$ cat config.mk
export PLATFORM = sky130hd
export DESIGN_NAME = tss_edge
export DESIGN_NICKNAME = d
export VERILOG_FILES = /design/src/rtl/tss_pkg.sv /design/src/rtl/tss_edge.sv
export SDC_FILE = /design/constraint.sdc
export NUM_CORES = 2
export LEC_CHECK = 0
export ABC_AREA = 0
export BUFFER_PORTS_ARGS = -buffer_cell sky130_fd_sc_hd__buf_2
export CORE_MARGIN = 1.5
export CORE_UTILIZATION = 40
export DETAILED_ROUTE_END_ITERATION = 8
export GPL_TIMING_DRIVEN = 1
export PLACE_DENSITY_LB_ADDON = 0.2
export SETUP_SLACK_MARGIN = 0.5
export SKIP_CTS_REPAIR_TIMING = 1
export SLEW_MARGIN = 20
export SYNTH_ARGS = -nofsm -noshare
export SYNTH_HDL_FRONTEND = slang
export SYNTH_SLANG_ARGS = --single-unit
export TNS_END_PERCENT = 50
$ cat constraint.sdc
create_clock -name clk -period 13.5 [get_ports clk]
set_clock_uncertainty 0.2 [all_clocks]
set_input_delay 2.7 -clock clk [delete_from_list [all_inputs] [get_ports clk]]
set_output_delay 2.7 -clock clk [all_outputs]
set_load 0.01 [all_outputs]
$ cat src/rtl/tss_pkg.sv
// Shared types, widths and register indexes for the triangle scanline span unit.
// No dependencies.
package tss_pkg;

	localparam int CW          = 16;                         // coordinate width
	localparam int PROD_W      = 2 * CW;
	localparam int DIV_STEPS   = 4;                          // quotient bits per divider stage
	localparam int DIV_STAGES  = (CW + DIV_STEPS - 1) / DIV_STEPS;
	localparam int EDGE_STAGES = DIV_STAGES + 2;             // multiply, divide, round
	localparam int NSTG        = 2 * EDGE_STAGES + 3;
	localparam int CFG_IDX_W   = 4;
	localparam int OUT_W       = ((2 + 2 * CW) + 7) / 8 * 8;
	localparam int IN_W        = (CW + 7) / 8 * 8;

	localparam logic [CFG_IDX_W-1:0] REG_AX   = CFG_IDX_W'(0);
	localparam logic [CFG_IDX_W-1:0] REG_AY   = CFG_IDX_W'(1);
	localparam logic [CFG_IDX_W-1:0] REG_BX   = CFG_IDX_W'(2);
	localparam logic [CFG_IDX_W-1:0] REG_BY   = CFG_IDX_W'(3);
	localparam logic [CFG_IDX_W-1:0] REG_CX   = CFG_IDX_W'(4);
	localparam logic [CFG_IDX_W-1:0] REG_CY   = CFG_IDX_W'(5);
	localparam logic [CFG_IDX_W-1:0] REG_COLS = CFG_IDX_W'(6);
	localparam logic [CFG_IDX_W-1:0] REG_ROWS = CFG_IDX_W'(7);

	typedef logic signed [CW-1:0] coord_t;
	typedef logic [CW-1:0]        ucoord_t;
	typedef logic signed [CW:0]   diff_t;
	typedef logic [CW-2:0]        canvas_t;

	typedef struct packed {
		coord_t x0;
		coord_t y0;
		coord_t x1;
		coord_t y1;
		coord_t x2;
		coord_t y2;
		coord_t row;
		logic   inb;
	} sorted_t;

	typedef struct packed {
		coord_t  xa;
		diff_t   dx;
		ucoord_t t;
		ucoord_t d;
	} edge_req_t;

	typedef struct packed {
		logic   inb;
		logic   covered;
		logic   flat;
		coord_t fmin;
		coord_t fmax;
	} span_ctl_t;

	function automatic diff_t dsub(coord_t a, coord_t b);
		return diff_t'(a) - diff_t'(b);
	endfunction

endpackage

$ cat src/rtl/tss_edge.sv
// Pipelined edge x: xa + dx*t/d, exact, rounded half away from zero.
// Multiply stage, restoring divider stages, rounding stage. Depends on tss_pkg.
module tss_edge (
	input  logic                             clk,
	input  logic [tss_pkg::EDGE_STAGES-1:0]  en,
	input  tss_pkg::edge_req_t               req,
	output tss_pkg::coord_t                  x
);
	import tss_pkg::*;

	ucoord_t           mag;
	logic              neg_s1;
	ucoord_t           d_s1;
	coord_t            xa_s1;
	logic [PROD_W-1:0] prod_s1;

	ucoord_t rem_s2 [DIV_STAGES];
	ucoord_t low_s2 [DIV_STAGES];
	ucoord_t quo_s2 [DIV_STAGES];
	ucoord_t d_s2   [DIV_STAGES];
	coord_t  xa_s2  [DIV_STAGES];
	logic    neg_s2 [DIV_STAGES];

	coord_t  xr;
	coord_t  x_sr;

	// |dx| never exceeds 2^CW-1
	assign mag = req.dx[CW] ? CW'(-req.dx) : CW'(req.dx);

	always_ff @(posedge clk) begin
		if (en[0]) begin
			neg_s1  <= req.dx[CW];
			d_s1    <= req.d;
			xa_s1   <= req.xa;
			prod_s1 <= mag * req.t;
		end
	end

	// quotient <= |dx| since t <= d, so the upper half is already below d
	for (genvar k = 0; k < DIV_STAGES; k++) begin : g_div
		ucoord_t rem_i, low_i, quo_i, d_i, rem_o, low_o, quo_o;
		coord_t  xa_i;
		logic    neg_i;

		if (k == 0) begin : g_first
			assign rem_i = prod_s1[PROD_W-1:CW];
			assign low_i = prod_s1[CW-1:0];
			assign quo_i = '0;
			assign d_i   = d_s1;
			assign xa_i  = xa_s1;
			assign neg_i = neg_s1;
		end else begin : g_next
			assign rem_i = rem_s2[k-1];
			assign low_i = low_s2[k-1];
			assign quo_i = quo_s2[k-1];
			assign d_i   = d_s2[k-1];
			assign xa_i  = xa_s2[k-1];
			assign neg_i = neg_s2[k-1];
		end

		always_comb begin
			logic [CW:0] r2;
			r2    = '0;
			rem_o = rem_i;
			low_o = low_i;
			quo_o = quo_i;
			for (int j = 0; j < DIV_STEPS; j++) begin
				if (k * DIV_STEPS + j < CW) begin
					r2    = {rem_o, low_o[CW-1]};
					low_o = {low_o[CW-2:0], 1'b0};
					if (r2 >= {1'b0, d_i}) begin
						rem_o = CW'(r2 - {1'b0, d_i});
						quo_o = {quo_o[CW-2:0], 1'b1};
					end else begin
						rem_o = r2[CW-1:0];
						quo_o = {quo_o[CW-2:0], 1'b0};
					end
				end
			end
		end

		always_ff @(posedge clk) begin
			if (en[k+1]) begin
				rem_s2[k] <= rem_o;
				low_s2[k] <= low_o;
				quo_s2[k] <= quo_o;
				d_s2[k]   <= d_i;
				xa_s2[k]  <= xa_i;
				neg_s2[k] <= neg_i;
			end
		end
	end

	// floor for negative dx, then round half away from zero
	always_comb begin
		logic signed [CW+1:0] qi, vi;
		ucoord_t              r;
		logic [CW:0]          r2x;
		ucoord_t              q, rm, d;
		q  = quo_s2[DIV_STAGES-1];
		rm = rem_s2[DIV_STAGES-1];
		d  = d_s2[DIV_STAGES-1];
		r  = rm;
		if (neg_s2[DIV_STAGES-1]) begin
			if (rm != '0) begin
				qi = ~$signed({2'b00, q});
				r  = d - rm;
			end else begin
				qi = -$signed({2'b00, q});
			end
		end else begin
			qi = $signed({2'b00, q});
		end
		vi  = (CW+2)'(xa_s2[DIV_STAGES-1]) + qi;
		r2x = {r, 1'b0};
		if (!vi[CW+1]) begin
			if (r != '0 && r2x >= {1'b0, d})
				vi = vi + (CW+2)'(1);
		end else if (r2x > {1'b0, d}) begin
			vi = vi + (CW+2)'(1);
		end
		xr = CW'(vi);
	end

	always_ff @(posedge clk) begin
		if (en[EDGE_STAGES-1])
			x_sr <= xr;
	end

	assign x = x_sr;

endmodule

==> run metrics <==
outcome=finished clean; cell area after layout=roughly 40,000 um^2; Post-synth EDFFs=341; initial core utilization=around two fifths; largest net degree at the start of global routing=66; Slew Viols, Final=0; Post-Syn Instances=between 3,000 and 4,000; via count=27,600; fmax=82.4 MHz; antenna diode count=0; slew at the pin with the worst max-slew slack=1.01 ns; core footprint=90,300 um^2; Worst Hold Class=reg -> reg; initial antenna violation count=0; endpoints failing setup=0; depth of the most critical reg-to-reg path=between 40 and 50; WL/cell=18.4 um; post-DR vias/cell=about 5.4; total gr overflow=0; Reg2Reg Capture Point=rem_s2[2][13]$_DFFE_PP_; Fill cells=8,786; Final TNS setup=0 ns; max cap viols=0; Warnings, synthesis=0; Worst slew margin=32.5%; share of layout cells above drive strength 1=9.72%; vias in the first global route=27,300; Chip Width=305 um; layout net count=4,563; GP Congestion=between 0.9 and 1; die area=93,300 um^2; Post-Syn Area=36,600 um^2; Min-Delay Path Depth=0; global-route wire length before repair=between 100 and 150 mm; total track usage=20.0%; WP data arrival=12.25 ns; CTS sink count=341; CP max FO=29; DP Area=38,400 um^2; critical path class=reg -> reg; DR iter-0 viols=between 1,500 and 2,000; Die Ht=305 um; Largest stage delay, worst path=around 0.47 ns; RSZ-0062 raised after global routing=true; min-delay src=xa_s2[1][15]$_DFFE_PP_; Final Cycle Share=about nine tenths; WHS Endpoint=xa_s2[2][15]$_DFFE_PP_; Area Overhead vs Synth=8.89%; drt pass-1 iters=5; Remaining DRCs=0; worst path required time=approximately 14 ns; most used cell, CP=a21oi_1; Reg2Reg Setup Slack=1.37 ns; Final ANT Viol Nets=0; synthesized area per cell=a little under 10 um^2; CTS tree=done; FF-to-FF Start=d_s2[1][1]$_DFFE_PP_; Slowest cell on crit path=edfxtp_1; I/O pin count=88; Setup crit end kind=register; Port Buf Inserts=between 80 and 90; number of buffers created by CTS=40; Detailed Place HPWL=74.2 mm; asr flop ratio synth=0%; Fin. Hold Viols=0; Core Rows=110; Reg clk slew, reported paths=0.06 ns; syn_nets=between 4,000 and 5,000; crit start category=register; Post-synth top flop=edfxtp_1; Final Critical Period=12.13 ns; clk_lat worst skew=0.57 ns; flops & latches, synth=341; Distinct cells, synth=99; WL final=around 93 mm; Max Root-Sink Buffers=3; final core occ=between 40% and 50%; Seq/Total Area, Yosys=between 20% and 30%; Root Buffer=clkbuf_16; H-tree depth=2
-- through the flow --
step | hold WS, ns | setup slack (ns) | cells
2_1_floorplan | 0.200 | 2.82 | 3795
5_1_grt | 0.220 | 0.495 | 5077
3_5_place_dp | 0.205 | 0.996 | 5001
6_report | 0.214 | 1.37 | 5077
4_1_cts | 0.213 | 0.938 | 5075
3_3_place_gp | 0.200 | 0.895 | 5001
-- logic make-up (layout without fill, tap and decap cells) --
kind of cell	after synthesis	after routing	synth area share [%]
simple gates	1052	1052	13.9
compound gates	822	822	15.2
fa+ha+maj	622	622	25.6
buf+inv	511	617	5.36
flops	341	341	28.0
xor+xnor	276	276	6.61
mux	171	171	5.34
-- cells in the final DEF (no fill, tap or decap), types with 21 or more instances in the layout --
cell type | netlist | final
buf_4 | 1 | 29
nand3_1 | 87 | 87
o211ai_1 | 25 | 25
nand2_1 | 360 | 360
nor4_1 | 24 | 24
nor2_1 | 186 | 185
or3_1 | 21 | 21
o31ai_1 | 33 | 33
mux2_2 | 122 | 122
clkbuf_16 | 0 | 40
nand4_1 | 51 | 51
a21o_1 | 111 | 111
fa_1 | 212 | 212
a211oi_1 | 26 | 26
a21oi_1 | 198 | 198
inv_1 | 422 | 422
o21bai_1 | 29 | 29
edfxtp_1 | 341 | 341
a31oi_1 | 25 | 24
xnor2_1 | 201 | 199
xor2_1 | 75 | 74
nand2b_1 | 36 | 36
buf_2 | 16 | 85
o21ai_0 | 160 | 157
nor3_1 | 76 | 76
mux2i_1 | 29 | 29
and2_1 | 95 | 95
and3_1 | 24 | 24
nor2b_1 | 45 | 45
ha_1 | 410 | 410
o21a_1 | 60 | 60
-- registers in the layout (all words and copies together) (netlist names) --
signal       flops
d_s2            64
rem_s2          64
xa_s2           64
quo_s2          40
prod_s1         32
low_s2          24
d_s1            16
g_div.xa_i      16
x               16
neg_s2           4
g_div.neg_i      1
-- how the worst max path moves through the flow --
| stage | startpoint | to | cells past startpoint |
|---|---|---|---|
| 6_report | d_s2[1][1]$_DFFE_PP_ | rem_s2[2][13]$_DFFE_PP_ | 45 |
| 5_1_grt | d_s1[1]$_DFFE_PP_ | rem_s2[0][9]$_DFFE_PP_ | 42 |
| 4_1_cts | d_s2[2][1]$_DFFE_PP_ | rem_s2[3][10]$_DFFE_PP_ | 42 |
| 3_5_place_dp | d_s2[2][1]$_DFFE_PP_ | rem_s2[3][14]$_DFFE_PP_ | 42 |
| 3_3_place_gp | d_s2[2][1]$_DFFE_PP_ | rem_s2[3][14]$_DFFE_PP_ | 42 |
| 2_1_floorplan | d_s2[1][1]$_DFFE_PP_ | rem_s2[2][12]$_DFFE_PP_ | 48 |
-- critical path: cells and delay by family, from the launching register on --
kind	cells	cell delay, ns
flops	1	0.47
compound gates	25	6.20
fa+ha+maj	4	1.24
mux	2	0.71
simple gates	8	1.99
buf+inv	6	1.06
-- layer usage --
layer	wire length (um)	GRT usage [%]	up-vias
met5	0	0	-
met4	1940	4.67	0
met3	2970	1.73	101
met2	46800	35.9	473
met1	41500	25.8	13400
li1	-	-	13700
-- cells in the mapped netlist, types with 9 or more instances --
master / n / share of area (%)
o21bai_1: 29 / 0.60
o31a_1: 12 / 0.29
mux2_4: 17 / 0.70
mux2i_1: 29 / 0.79
nor3_1: 76 / 1.0
fa_1: 212 / 12
mux2_2: 122 / 3.8
a211o_1: 9 / 0.22
and2_1: 95 / 1.6
o31ai_1: 33 / 0.68
o211ai_1: 25 / 0.51
o41ai_1: 13 / 0.31
o221ai_1: 9 / 0.22
buf_2: 16 / 0.22
a21o_1: 111 / 2.3
nor4_1: 24 / 0.41
a211oi_1: 26 / 0.53
nand3_1: 87 / 1.2
nand2b_1: 36 / 0.62
a21oi_1: 198 / 2.7
nor2_1: 186 / 1.9
o21ai_0: 160 / 2.2
edfxtp_1: 341 / 28
inv_1: 422 / 4.3
nand4_1: 51 / 0.87
and3_1: 24 / 0.41
nand2_1: 360 / 3.7
xor2_1: 75 / 1.8
o311ai_0: 9 / 0.22
clkbuf_1: 57 / 0.58
a31o_2: 10 / 0.24
a31oi_1: 25 / 0.43
a21boi_0: 14 / 0.29
nand3b_1: 9 / 0.18
xnor2_1: 201 / 4.8
or3_1: 21 / 0.36
or2_2: 10 / 0.17
ha_1: 410 / 14
nor2b_1: 45 / 0.77
o21a_1: 60 / 1.2
-- cell type report --
type                    instances  area [um^2]  area share (%)
clock inverters                29          418            1.05
inverters                     429         1610            4.04
clock buffers                  45         1020            2.56
flip-flops and latches        341        10200            25.7
multi-input cells            2943        24400            61.3
repair buffers                114          643            1.61
well taps                    1176         1470            3.69
Power is not shown: default switching activity piles up to over one toggle a cycle in this logic, so the estimate is an artifact.
