File: src/rtl/tss_pkg.sv
// Shared types, widths and register indexes for the triangle scanline span unit.
// No dependencies.
package tss_pkg;

	localparam int CW          = 16;                         // coordinate width
	localparam int PROD_W      = 2 * CW;
	localparam int DIV_STEPS   = 4;                          // quotient bits per divider stage
	localparam int DIV_STAGES  = (CW + DIV_STEPS - 1) / DIV_STEPS;
	localparam int EDGE_STAGES = DIV_STAGES + 2;             // multiply, divide, round
	localparam int NSTG        = 2 * EDGE_STAGES + 3;
	localparam int CFG_IDX_W   = 4;
	localparam int OUT_W       = ((2 + 2 * CW) + 7) / 8 * 8;
	localparam int IN_W        = (CW + 7) / 8 * 8;

	localparam logic [CFG_IDX_W-1:0] REG_AX   = CFG_IDX_W'(0);
	localparam logic [CFG_IDX_W-1:0] REG_AY   = CFG_IDX_W'(1);
	localparam logic [CFG_IDX_W-1:0] REG_BX   = CFG_IDX_W'(2);
	localparam logic [CFG_IDX_W-1:0] REG_BY   = CFG_IDX_W'(3);
	localparam logic [CFG_IDX_W-1:0] REG_CX   = CFG_IDX_W'(4);
	localparam logic [CFG_IDX_W-1:0] REG_CY   = CFG_IDX_W'(5);
	localparam logic [CFG_IDX_W-1:0] REG_COLS = CFG_IDX_W'(6);
	localparam logic [CFG_IDX_W-1:0] REG_ROWS = CFG_IDX_W'(7);

	typedef logic signed [CW-1:0] coord_t;
	typedef logic [CW-1:0]        ucoord_t;
	typedef logic signed [CW:0]   diff_t;
	typedef logic [CW-2:0]        canvas_t;

	typedef struct packed {
		coord_t x0;
		coord_t y0;
		coord_t x1;
		coord_t y1;
		coord_t x2;
		coord_t y2;
		coord_t row;
		logic   inb;
	} sorted_t;

	typedef struct packed {
		coord_t  xa;
		diff_t   dx;
		ucoord_t t;
		ucoord_t d;
	} edge_req_t;

	typedef struct packed {
		logic   inb;
		logic   covered;
		logic   flat;
		coord_t fmin;
		coord_t fmax;
	} span_ctl_t;

	function automatic diff_t dsub(coord_t a, coord_t b);
		return diff_t'(a) - diff_t'(b);
	endfunction

endpackage

File: src/rtl/tss_sort.sv
// Vertex bounds check and three-way sort by y (combinational, feeds stage 1).
// Depends on tss_pkg.
module tss_sort (
	input  tss_pkg::coord_t  ax,
	input  tss_pkg::coord_t  ay,
	input  tss_pkg::coord_t  bx,
	input  tss_pkg::coord_t  by,
	input  tss_pkg::coord_t  cx,
	input  tss_pkg::coord_t  cy,
	input  tss_pkg::canvas_t cols,
	input  tss_pkg::canvas_t rows,
	input  tss_pkg::coord_t  row,
	output tss_pkg::sorted_t srt
);
	import tss_pkg::*;

	function automatic logic inside_canvas(coord_t x, coord_t y, canvas_t c, canvas_t r);
		return !x[CW-1] && !y[CW-1] && (CW'(x) <= CW'(c)) && (CW'(y) <= CW'(r));
	endfunction

	always_comb begin
		coord_t x0, y0, x1, y1, x2, y2, tx, ty;
		x0 = ax; y0 = ay; x1 = bx; y1 = by; x2 = cx; y2 = cy;
		tx = '0; ty = '0;
		// same compare-swap order as the spec: (0,2), (0,1), (1,2), strict
		if (y0 > y2) begin
			tx = x0; ty = y0; x0 = x2; y0 = y2; x2 = tx; y2 = ty;
		end
		if (y0 > y1) begin
			tx = x0; ty = y0; x0 = x1; y0 = y1; x1 = tx; y1 = ty;
		end
		if (y1 > y2) begin
			tx = x1; ty = y1; x1 = x2; y1 = y2; x2 = tx; y2 = ty;
		end
		srt.x0  = x0; srt.y0 = y0;
		srt.x1  = x1; srt.y1 = y1;
		srt.x2  = x2; srt.y2 = y2;
		srt.row = row;
		srt.inb = inside_canvas(ax, ay, cols, rows) && inside_canvas(bx, by, cols, rows)
			&& inside_canvas(cx, cy, cols, rows);
	end

endmodule

File: config.mk
export PLATFORM = sky130hd
export DESIGN_NAME = tss_sort
export DESIGN_NICKNAME = d
export VERILOG_FILES = /design/src/rtl/tss_pkg.sv /design/src/rtl/tss_sort.sv
export SDC_FILE = /design/constraint.sdc
export NUM_CORES = 1
export LEC_CHECK = 0
export BUFFER_PORTS_ARGS = -buffer_cell sky130_fd_sc_hd__buf_2
export CAP_MARGIN = 20
export CORE_ASPECT_RATIO = 1.4
export CORE_MARGIN = 2
export CORE_UTILIZATION = 54
export DETAILED_ROUTE_END_ITERATION = 10
export PLACE_DENSITY = 0.9
export SETUP_SLACK_MARGIN = 0.1
export SYNTH_ARGS = -nofsm -noshare
export SYNTH_HDL_FRONTEND = slang
export SYNTH_SLANG_ARGS = --single-unit
export TNS_END_PERCENT = 1
File: constraint.sdc
create_clock -name vclk -period 9.2
set_input_delay 0.46 -clock vclk [all_inputs]
set_output_delay 0.46 -clock vclk [all_outputs]
set_load 0.02 [all_outputs]
==> results of run 1 <==
[where the power goes]
group	leakage, nW	switching, mW	internal, mW
clock	0.0000127	0	0.0000000291
combinational	3.79	0.749	0.428
sequential	0	0	0
[cells in the final DEF (no fill, tap or decap), types with 2 or more instances in the layout]
cell | netlist | routed
a2111oi_0 | 3 | 3
o21a_1 | 11 | 11
mux2_2 | 27 | 27
mux2_1 | 4 | 4
a21boi_0 | 2 | 2
a2111o_1 | 2 | 2
nor4_1 | 3 | 3
a221oi_1 | 64 | 64
and4_1 | 2 | 2
inv_1 | 119 | 119
nor3_1 | 12 | 12
nor4b_1 | 2 | 2
nand2b_1 | 5 | 5
nor2b_1 | 10 | 10
buf_2 | 10 | 223
mux2i_1 | 37 | 33
diode_2 | 0 | 2
o211ai_1 | 3 | 3
nand3_1 | 8 | 8
buf_4 | 17 | 10
nand4b_1 | 2 | 2
or4_1 | 2 | 2
nand2_1 | 41 | 41
a21o_1 | 20 | 20
nand4_1 | 25 | 25
a31oi_1 | 4 | 3
and3_1 | 2 | 2
mux2i_4 | 1 | 5
a21oi_1 | 50 | 50
o21ai_1 | 7 | 7
nor2_1 | 94 | 94
a211oi_1 | 3 | 3
o21ai_0 | 34 | 34
ha_1 | 138 | 138
[stage by stage]
stage	power (mW)	hold WS [ps]	instances	util, %	cell area, um^2
3_3_place_gp	1.13	920	1123	66.3	6830
6_report	1.18	920	1127	66.8	6880
3_5_place_dp	1.14	920	1123	66.3	6830
5_1_grt	1.26	920	1127	66.8	6880
4_1_cts	1.14	920	1123	66.3	6830
2_1_floorplan	0.762	1030	800	-	5670
[metal layers]
metal,vias up,wire length (um),part of all wire [%]
li1,3309,-,-
met5,-,0,0
met3,109,1420,6.9
met2,411,10600,51
met1,3191,7590,37
met4,0,1180,5.7
[kinds of logic (layout without fill, tap and decap cells)]
logic type | Yosys count | in the layout | synth area share (%)
other | 0 | 2 | 0
AO/OA/AOI/OAI | 213 | 213 | 25.9
adder cells (fa/ha/maj) | 138 | 138 | 30.5
buffers and inverters | 168 | 355 | 12.9
AND/OR/NAND/NOR | 212 | 212 | 17.6
multiplexers | 69 | 69 | 13.1
[worst max-delay path by stage]
stage	endpoint	slack, ps	cells past startpoint
3_3_place_gp	srt[63]	970	27
6_report	srt[63]	750	27
3_5_place_dp	srt[63]	940	27
2_1_floorplan	srt[17]	2170	28
5_1_grt	srt[63]	310	27
4_1_cts	srt[63]	940	27
[worst max-delay path: stages]
cell and delay, ps:
buf_2 140, inv_1 130, ha_1 360, nand4_2 170, nor4_2 450, nor3b_2 280, a31oi_1 100, mux2i_4 190
buf_12 310, mux2i_1 320, ha_1 210, nand4_1 170, nor3_1 270, o21ai_0 190, a31oi_4 450, buf_4 460
mux2_2 390, ha_1 310, and3_1 190, o21a_1 140, o21ai_0 90, a31o_2 280, o21ai_0 530, mux2i_4 410
buf_4 320, a221oi_1 400, buf_2 240
[layout make-up]
class                           instances  area [um^2]
Antenna cell                            2         5.00
Fill cell                             949         3420
Inverter                              119          447
Multi-Input combinational cell        632         5000
Tap cell                              138          173
Timing Repair Buffer                  236         1250
==> reports/metrics.csv, run 1 <==
metric,value,unit
outcome,"finished, final reports clean",
drive_gt1_share,27.8,%
hold_buffers,0,
synth-seq-area-share,0,%
gr-total-overflow,0,
crit_type,primary input to output port,
met2_usage,64.9,%
io_pins,255,
regArea,0,um^2
antenna_found_initial,2,
critPathMaxFanout,40,
gp_congestion,1.01,
yosysWarnings,0,
yosysTopAreaCell,ha_1,
grt_max_degree,41,
grt_use_total,34.0,%
antenna_left,0,
hold_path_depth,0,
worstHoldStart,row[9],
dpl_worst_slack,936,ps
fmaxAchievable,118,MHz
core_area,0.0103,mm^2
dieWidth,90.6,um
netlist.area_leader.share,30.5,%
avgSynthCellArea,7.08,um^2
post_drt_wl_per_cell,18.4,um
wirelength,20800,um
peakVddDrop,0.000112,V
vias,7020,
slew_headroom,43.0,%
finalSetupTns,0,ps
first_iter_violations,328,
rsz0062_at_grt,no,
hold_viol_final,0,
power.density,171,mW/mm^2
final.period_utilization,91.9,%
worst_setup_path_start_kind,primary input,
tightestPinTransition,837,ps
power.leakage,3.79,nW
syn_area,0.00567,mm^2
nNetsFinal,1269,
busiest_layer,met2,
postSynthCellCount,800,
post_cts_resized,0,
drc,0,
worstPathArrival,7990,ps
slew_viol_final,0,
die_h,125,um
initial_core_util,55.1,%
crit_path_end_kind,output port,
setup_viol,0,
dr.pass1.iters,5,
gr-usage-met3,2.95,%
nFlopsAndLatches,0,
die_area,0.0113,mm^2
post-route-min-period,8450,ps
post-route-worst-setup-slack,745,ps
crit_required,8740,ps
synth.distinct_cells,51,
clock_buffer_count,0,
portBuffers,223,
synthTopCellsByArea,"ha_1, a221oi_1, inv_1",
hold_path.class,primary input to output port,
holdPathEnd,srt[10],
synth_nets,1080,
syn2layout_area_growth,21.3,%
grtUsageMet1,35.7,%
viasPerCell,6.23,
synth_most_common_cell,ha_1,
crit_start,cy[15],
row_count,44,
post-cts-setup-buffers,0,
place_hpwl,17100,um
grt_pass1_wl,32100,um
synth_common_cells,"ha_1, inv_1, nor2_1",
grt_pass1_vias,6833,
drv_cap,0,
No activity file was read; power rests on OpenSTA's default activity.
==> inputs of run 2 (changes only) <==
--- a/config.mk
+++ b/config.mk
@@ -6,12 +6,12 @@
 export NUM_CORES = 1
 export LEC_CHECK = 0
 export BUFFER_PORTS_ARGS = -buffer_cell sky130_fd_sc_hd__buf_2
-export CAP_MARGIN = 20
+export CAP_MARGIN = 30
 export CORE_ASPECT_RATIO = 1.4
 export CORE_MARGIN = 2
-export CORE_UTILIZATION = 54
+export CORE_UTILIZATION = 51
 export DETAILED_ROUTE_END_ITERATION = 10
-export PLACE_DENSITY = 0.9
+export PLACE_DENSITY = 0.86
 export SETUP_SLACK_MARGIN = 0.1
 export SYNTH_ARGS = -nofsm -noshare
 export SYNTH_HDL_FRONTEND = slang
==> constraint.sdc (replaced) <==
create_clock -name vclk -period 8.84
set_input_delay 0.442 -clock vclk [all_inputs]
set_output_delay 0.442 -clock vclk [all_outputs]
set_load 0.02 [all_outputs]
==> reports/metrics.csv, run 2 (same netlist as run 1, synthesis figures left out) <==
metric,value,unit,change
vias,7110,,+1.3%
crit_end,srt[60],,
crit_required,8400,ps,-340 ps
mostFrequentLayoutCells,"buf_2, ha_1, inv_1",,
hold_viol_final,0,,unchanged
io_pins,255,,unchanged
post_drt_wl_per_cell,19.0,um,+3.2%
hold_buffers,0,,unchanged
grt_pass1_wl,33200,um,+3.4%
crit_type,primary input to output port,,
worstPathArrival,7740,ps,-250 ps
nFlopsAndLatches,0,,unchanged
core_area,0.0109,mm^2,+5.6%
instances_no_fill,1139,,+1.1%
gr-total-overflow,0,,unchanged
grt_pass1_vias,7045,,+3.1%
die_h,129,um,+2.8%
portBuffers,223,,unchanged
first_iter_violations,376,,+15%
layout_commonest_cell,buf_2,,
place_area,0.00688,mm^2,+0.71%
row_count,45,,+2.3%
placed_cells_incl_taps,1132,,+0.80%
slew_headroom,56.5,%,+14 points
setup_viol,0,,unchanged
clock_buffer_count,0,,unchanged
worst_setup_path_start_kind,primary input,,
final_cell_area,0.00694,mm^2,+0.84%
grt_use_total,34.0,%,about the same
wirelength,21700,um,+4.3%
p_total,1.23,mW,+4.6%
grt_max_degree,32,,-22%
fmaxAchievable,122,MHz,
outcome,"finished, final reports clean",,
post-route-min-period,8180,ps,
power.leakage,3.83,nW,+1.0%
dieWidth,93.1,um,+2.8%
critPathSlowestCell,mux2i_4,,
peakVddDrop,0.000103,V,-7.9%
drv_cap,0,,unchanged
tightestPinTransition,639,ps,-198 ps
die_area,0.0120,mm^2,+5.7%
place_hpwl,17800,um,+4.2%
crit_start,cy[15],,
nNetsFinal,1278,,+0.71%
cpMostUsedCell,ha_1,,
final.period_utilization,92.5,%,
antenna_left,0,,unchanged
finalSetupTns,0,ps,unchanged
viasPerCell,6.24,,+0.21%
critPathMaxFanout,31,,-23%
power.density,177,mW/mm^2,+3.7%
rsz0062_at_grt,no,,
drive_gt1_share,28.4,%,+0.65 points
antenna_found_initial,2,,unchanged
gp_congestion,0.970,,-4.0%
regArea,0,um^2,unchanged
initial_core_util,52.2,%,-2.9 points
multi_input_area,0.00502,mm^2,+0.43%
syn2layout_area_growth,22.4,%,
dr.pass1.iters,6,,+1
hold_path.class,primary input to output port,,
cpPeakStageDelay,540,ps,about the same
slew_viol_final,0,,unchanged
drc,0,,unchanged
nFillCells,1024,,+7.9%
hold_slack,884,ps,-36.0 ps
crit_path_end_kind,output port,,
run 2: changes by cell type in the layout (fill, tap and decap cells not counted), sizes merged:
cell	delta
a31oi	+1
buf	+8
run 2: how the worst min path moves through the flow:
stage | start | end | slack [ps] | depth (start not counted)
after global placement | row[12] | srt[13] | 880 | 0
after global routing | row[13] | srt[14] | 880 | 0
final | row[2] | srt[3] | 880 | 0
after CTS | row[12] | srt[13] | 880 | 0
after floorplan | row[9] | srt[10] | 1000 | 1
after detailed placement | row[12] | srt[13] | 880 | 0
run 2: layer usage:
| metal | vias to the layer above | global-route usage (%) | part of all wire, % |
|---|---|---|---|
| li1 | 3327 | - | - |
| met1 | 3279 | 35.5 | 35 |
| met2 | 392 | 63.8 | 51 |
| met3 | 112 | 4.51 | 7.6 |
| met4 | 0 | 20.2 | 6.1 |
| met5 | - | 0 | 0 |
run 2: worst max-delay path: cells and delay by family:
| family | cells | cell delay [ps] |
|---|---|---|
| and+or+nand+nor | 7 | 1700 |
| adders and majority gates | 3 | 940 |
| buffers and inverters | 6 | 1300 |
| AOI/OAI and AO/OA | 7 | 1830 |
| muxes | 4 | 1460 |
run 2: timing repair:
item,CTS,global route
endpoints found under the setup margin,0,50
setup buffers,0,4
gates resized for setup,0,3
run 2: through the flow:
| stage | worst slack, ps | utilization, % |
|---|---|---|
| 5_1_grt | 174 | 63.8 |
| 4_1_cts | 464 | 63.3 |
| 3_5_place_dp | 479 | 63.3 |
| 2_1_floorplan | 1850 | - |
| 6_report | 661 | 63.8 |
| 3_3_place_gp | 646 | 63.3 |
run 2: power breakdown:
| group | switching, mW | internal [mW] | total [mW] |
|---|---|---|---|
| combinational | 0.780 | 0.450 | 1.23 |
| sequential | 0 | 0 | 0 |
| clock | 0 | 0.0000000303 | 0.0000000303 |
| total | 0.780 | 0.450 | 1.23 |
run 2: cell type report:
cell class	instances	area share [%]
inverter	119	6.44
tap	141	2.54
timing repair buffer	244	18.5
multi-input combinational	633	72.4
antenna	2	0.0722
==> inputs of run 3 (changes only) <==
==> constraint.sdc (replaced) <==
create_clock -name vclk -period 8.84
set_input_delay 0.442 -clock vclk [all_inputs]
set_output_delay 0.442 -clock vclk [all_outputs]
set_load 0.005 [all_outputs]
==> reports/metrics.csv, run 3 (same netlist as run 1, synthesis figures left out) <==
metric,value,unit,change
tightestPinTransition,911,ps,+272 ps
dieWidth,93.1,um,unchanged
antenna_left,0,,unchanged
post-route-min-period,8150,ps,-27.6 ps
io_pins,255,,unchanged
rsz0062_at_grt,no,,
syn2layout_area_growth,20.8,%,
worstPathArrival,7710,ps,-30 ps
final.period_utilization,92.2,%,-0.31 points
grt_pass1_vias,6820,,-3.2%
viasPerCell,6.19,,-0.91%
drc,0,,unchanged
dpl_worst_slack,694,ps,+215 ps
crit_type,primary input to output port,,
finalSetupTns,0,ps,unchanged
row_count,45,,unchanged
nFlopsAndLatches,0,,unchanged
hold_viol_final,0,,unchanged
crit_start,cy[15],,
holdPathEnd,srt[3],,
crit_path_end_kind,output port,,
critPathMaxFanout,27,,-13%
slew_headroom,37.9,%,-19 points
setup_viol,0,,unchanged
cpPeakStageDelay,730,ps,+190 ps
core_area,0.0109,mm^2,unchanged
portBuffers,223,,unchanged
fmaxAchievable,123,MHz,+0.34%
power.leakage,3.78,nW,-1.3%
nNetsFinal,1270,,-0.63%
antenna_found_initial,2,,unchanged
post-route-worst-setup-slack,689,ps,+27.6 ps
mostFrequentLayoutCells,"buf_2, ha_1, inv_1",,
worst_setup_path_start_kind,primary input,,
initial_core_util,52.2,%,unchanged
slew_viol_final,0,,unchanged
regArea,0,um^2,unchanged
grt_max_degree,28,,-13%
first_iter_violations,337,,-10%
worstHoldStart,row[2],,
hold_buffers,0,,unchanged
outcome,"finished, final reports clean",,
place_hpwl,17700,um,-0.36%
die_area,0.0120,mm^2,unchanged
grt_use_total,33.6,%,-0.38 points
dr.pass1.iters,5,,-1
hold_path_depth,0,,unchanged
gp_congestion,1.00,,+3.2%
critPathSlowestCell,mux2i_4,,
crit_required,8400,ps,about the same
grt_pass1_wl,32700,um,-1.6%
clock_buffer_count,0,,unchanged
drv_cap,0,,unchanged
post-cts-setup-buffers,0,,unchanged
hold_path.class,primary input to output port,,
vias,6996,,-1.6%
post_drt_wl_per_cell,18.6,um,-2.3%
gr-total-overflow,0,,unchanged
drive_gt1_share,27.8,%,-0.58 points
wirelength,21000,um,-3.0%
layout_commonest_cell,buf_2,,
post_cts_resized,0,,unchanged
die_h,129,um,unchanged
peakVddDrop,0.0000893,V,-13%
power.density,143,mW/mm^2,-20%
## run 3: cell types whose count changed in the layout (fill, tap and decap cells not counted), sizes merged
cell   delta
buf       -7
a31oi     -1
## run 3: cell type report
| type | instances | area (um^2) |
|---|---|---|
| antenna | 2 | 5.00 |
| fill | 1042 | 4020 |
| timing repair buffer | 237 | 1220 |
| inverter | 119 | 447 |
| tap | 141 | 176 |
| multi-input combinational | 632 | 5000 |
## run 3: how the worst max path moves through the flow
stage | end | slack (ps) | cells past startpoint
2_1_floorplan | srt[17] | 2170 | 28
3_3_place_gp | srt[80] | 890 | 27
3_5_place_dp | srt[79] | 690 | 27
4_1_cts | srt[79] | 690 | 27
5_1_grt | srt[78] | 100 | 27
6_report | srt[79] | 690 | 27
## run 3: layer usage
metal | up-vias | share of wire [%] | global-route usage, %
met4 | 0 | 6.4 | 20.3
met5 | - | 0 | 0
met1 | 3189 | 35 | 34.3
met3 | 110 | 6.8 | 3.69
met2 | 383 | 52 | 64.5
li1 | 3314 | - | -
## run 3: critical path: cells and delay by family
kind / cells / cell delay (ps)
AO/OA/AOI/OAI: 6 / 1400
adder cells (fa/ha/maj): 3 / 1000
buffers and inverters: 6 / 1370
multiplexers: 4 / 1440
AND/OR/NAND/NOR: 8 / 2040
## run 3: metrics by stage
step / instances / area (um^2) / hold WS [ps] / total power [mW] / utilization [%]
3_3_place_gp: 1129 / 6840 / 884 / 0.952 / 63.0
2_1_floorplan: 800 / 5670 / 965 / 0.569 / -
6_report: 1131 / 6850 / 884 / 0.977 / 63.0
3_5_place_dp: 1129 / 6840 / 884 / 0.965 / 63.0
4_1_cts: 1129 / 6840 / 884 / 0.967 / 63.0
5_1_grt: 1131 / 6850 / 884 / 1.07 / 63.0
## run 3: where the power goes
part	switching, mW	total, mW	leakage (nW)	internal [mW]
registers	0	0	0	0
clock network	0	0.0000000304	0.0000127	0.0000000304
logic	0.550	0.977	3.78	0.427
total	0.550	0.977	3.78	0.427
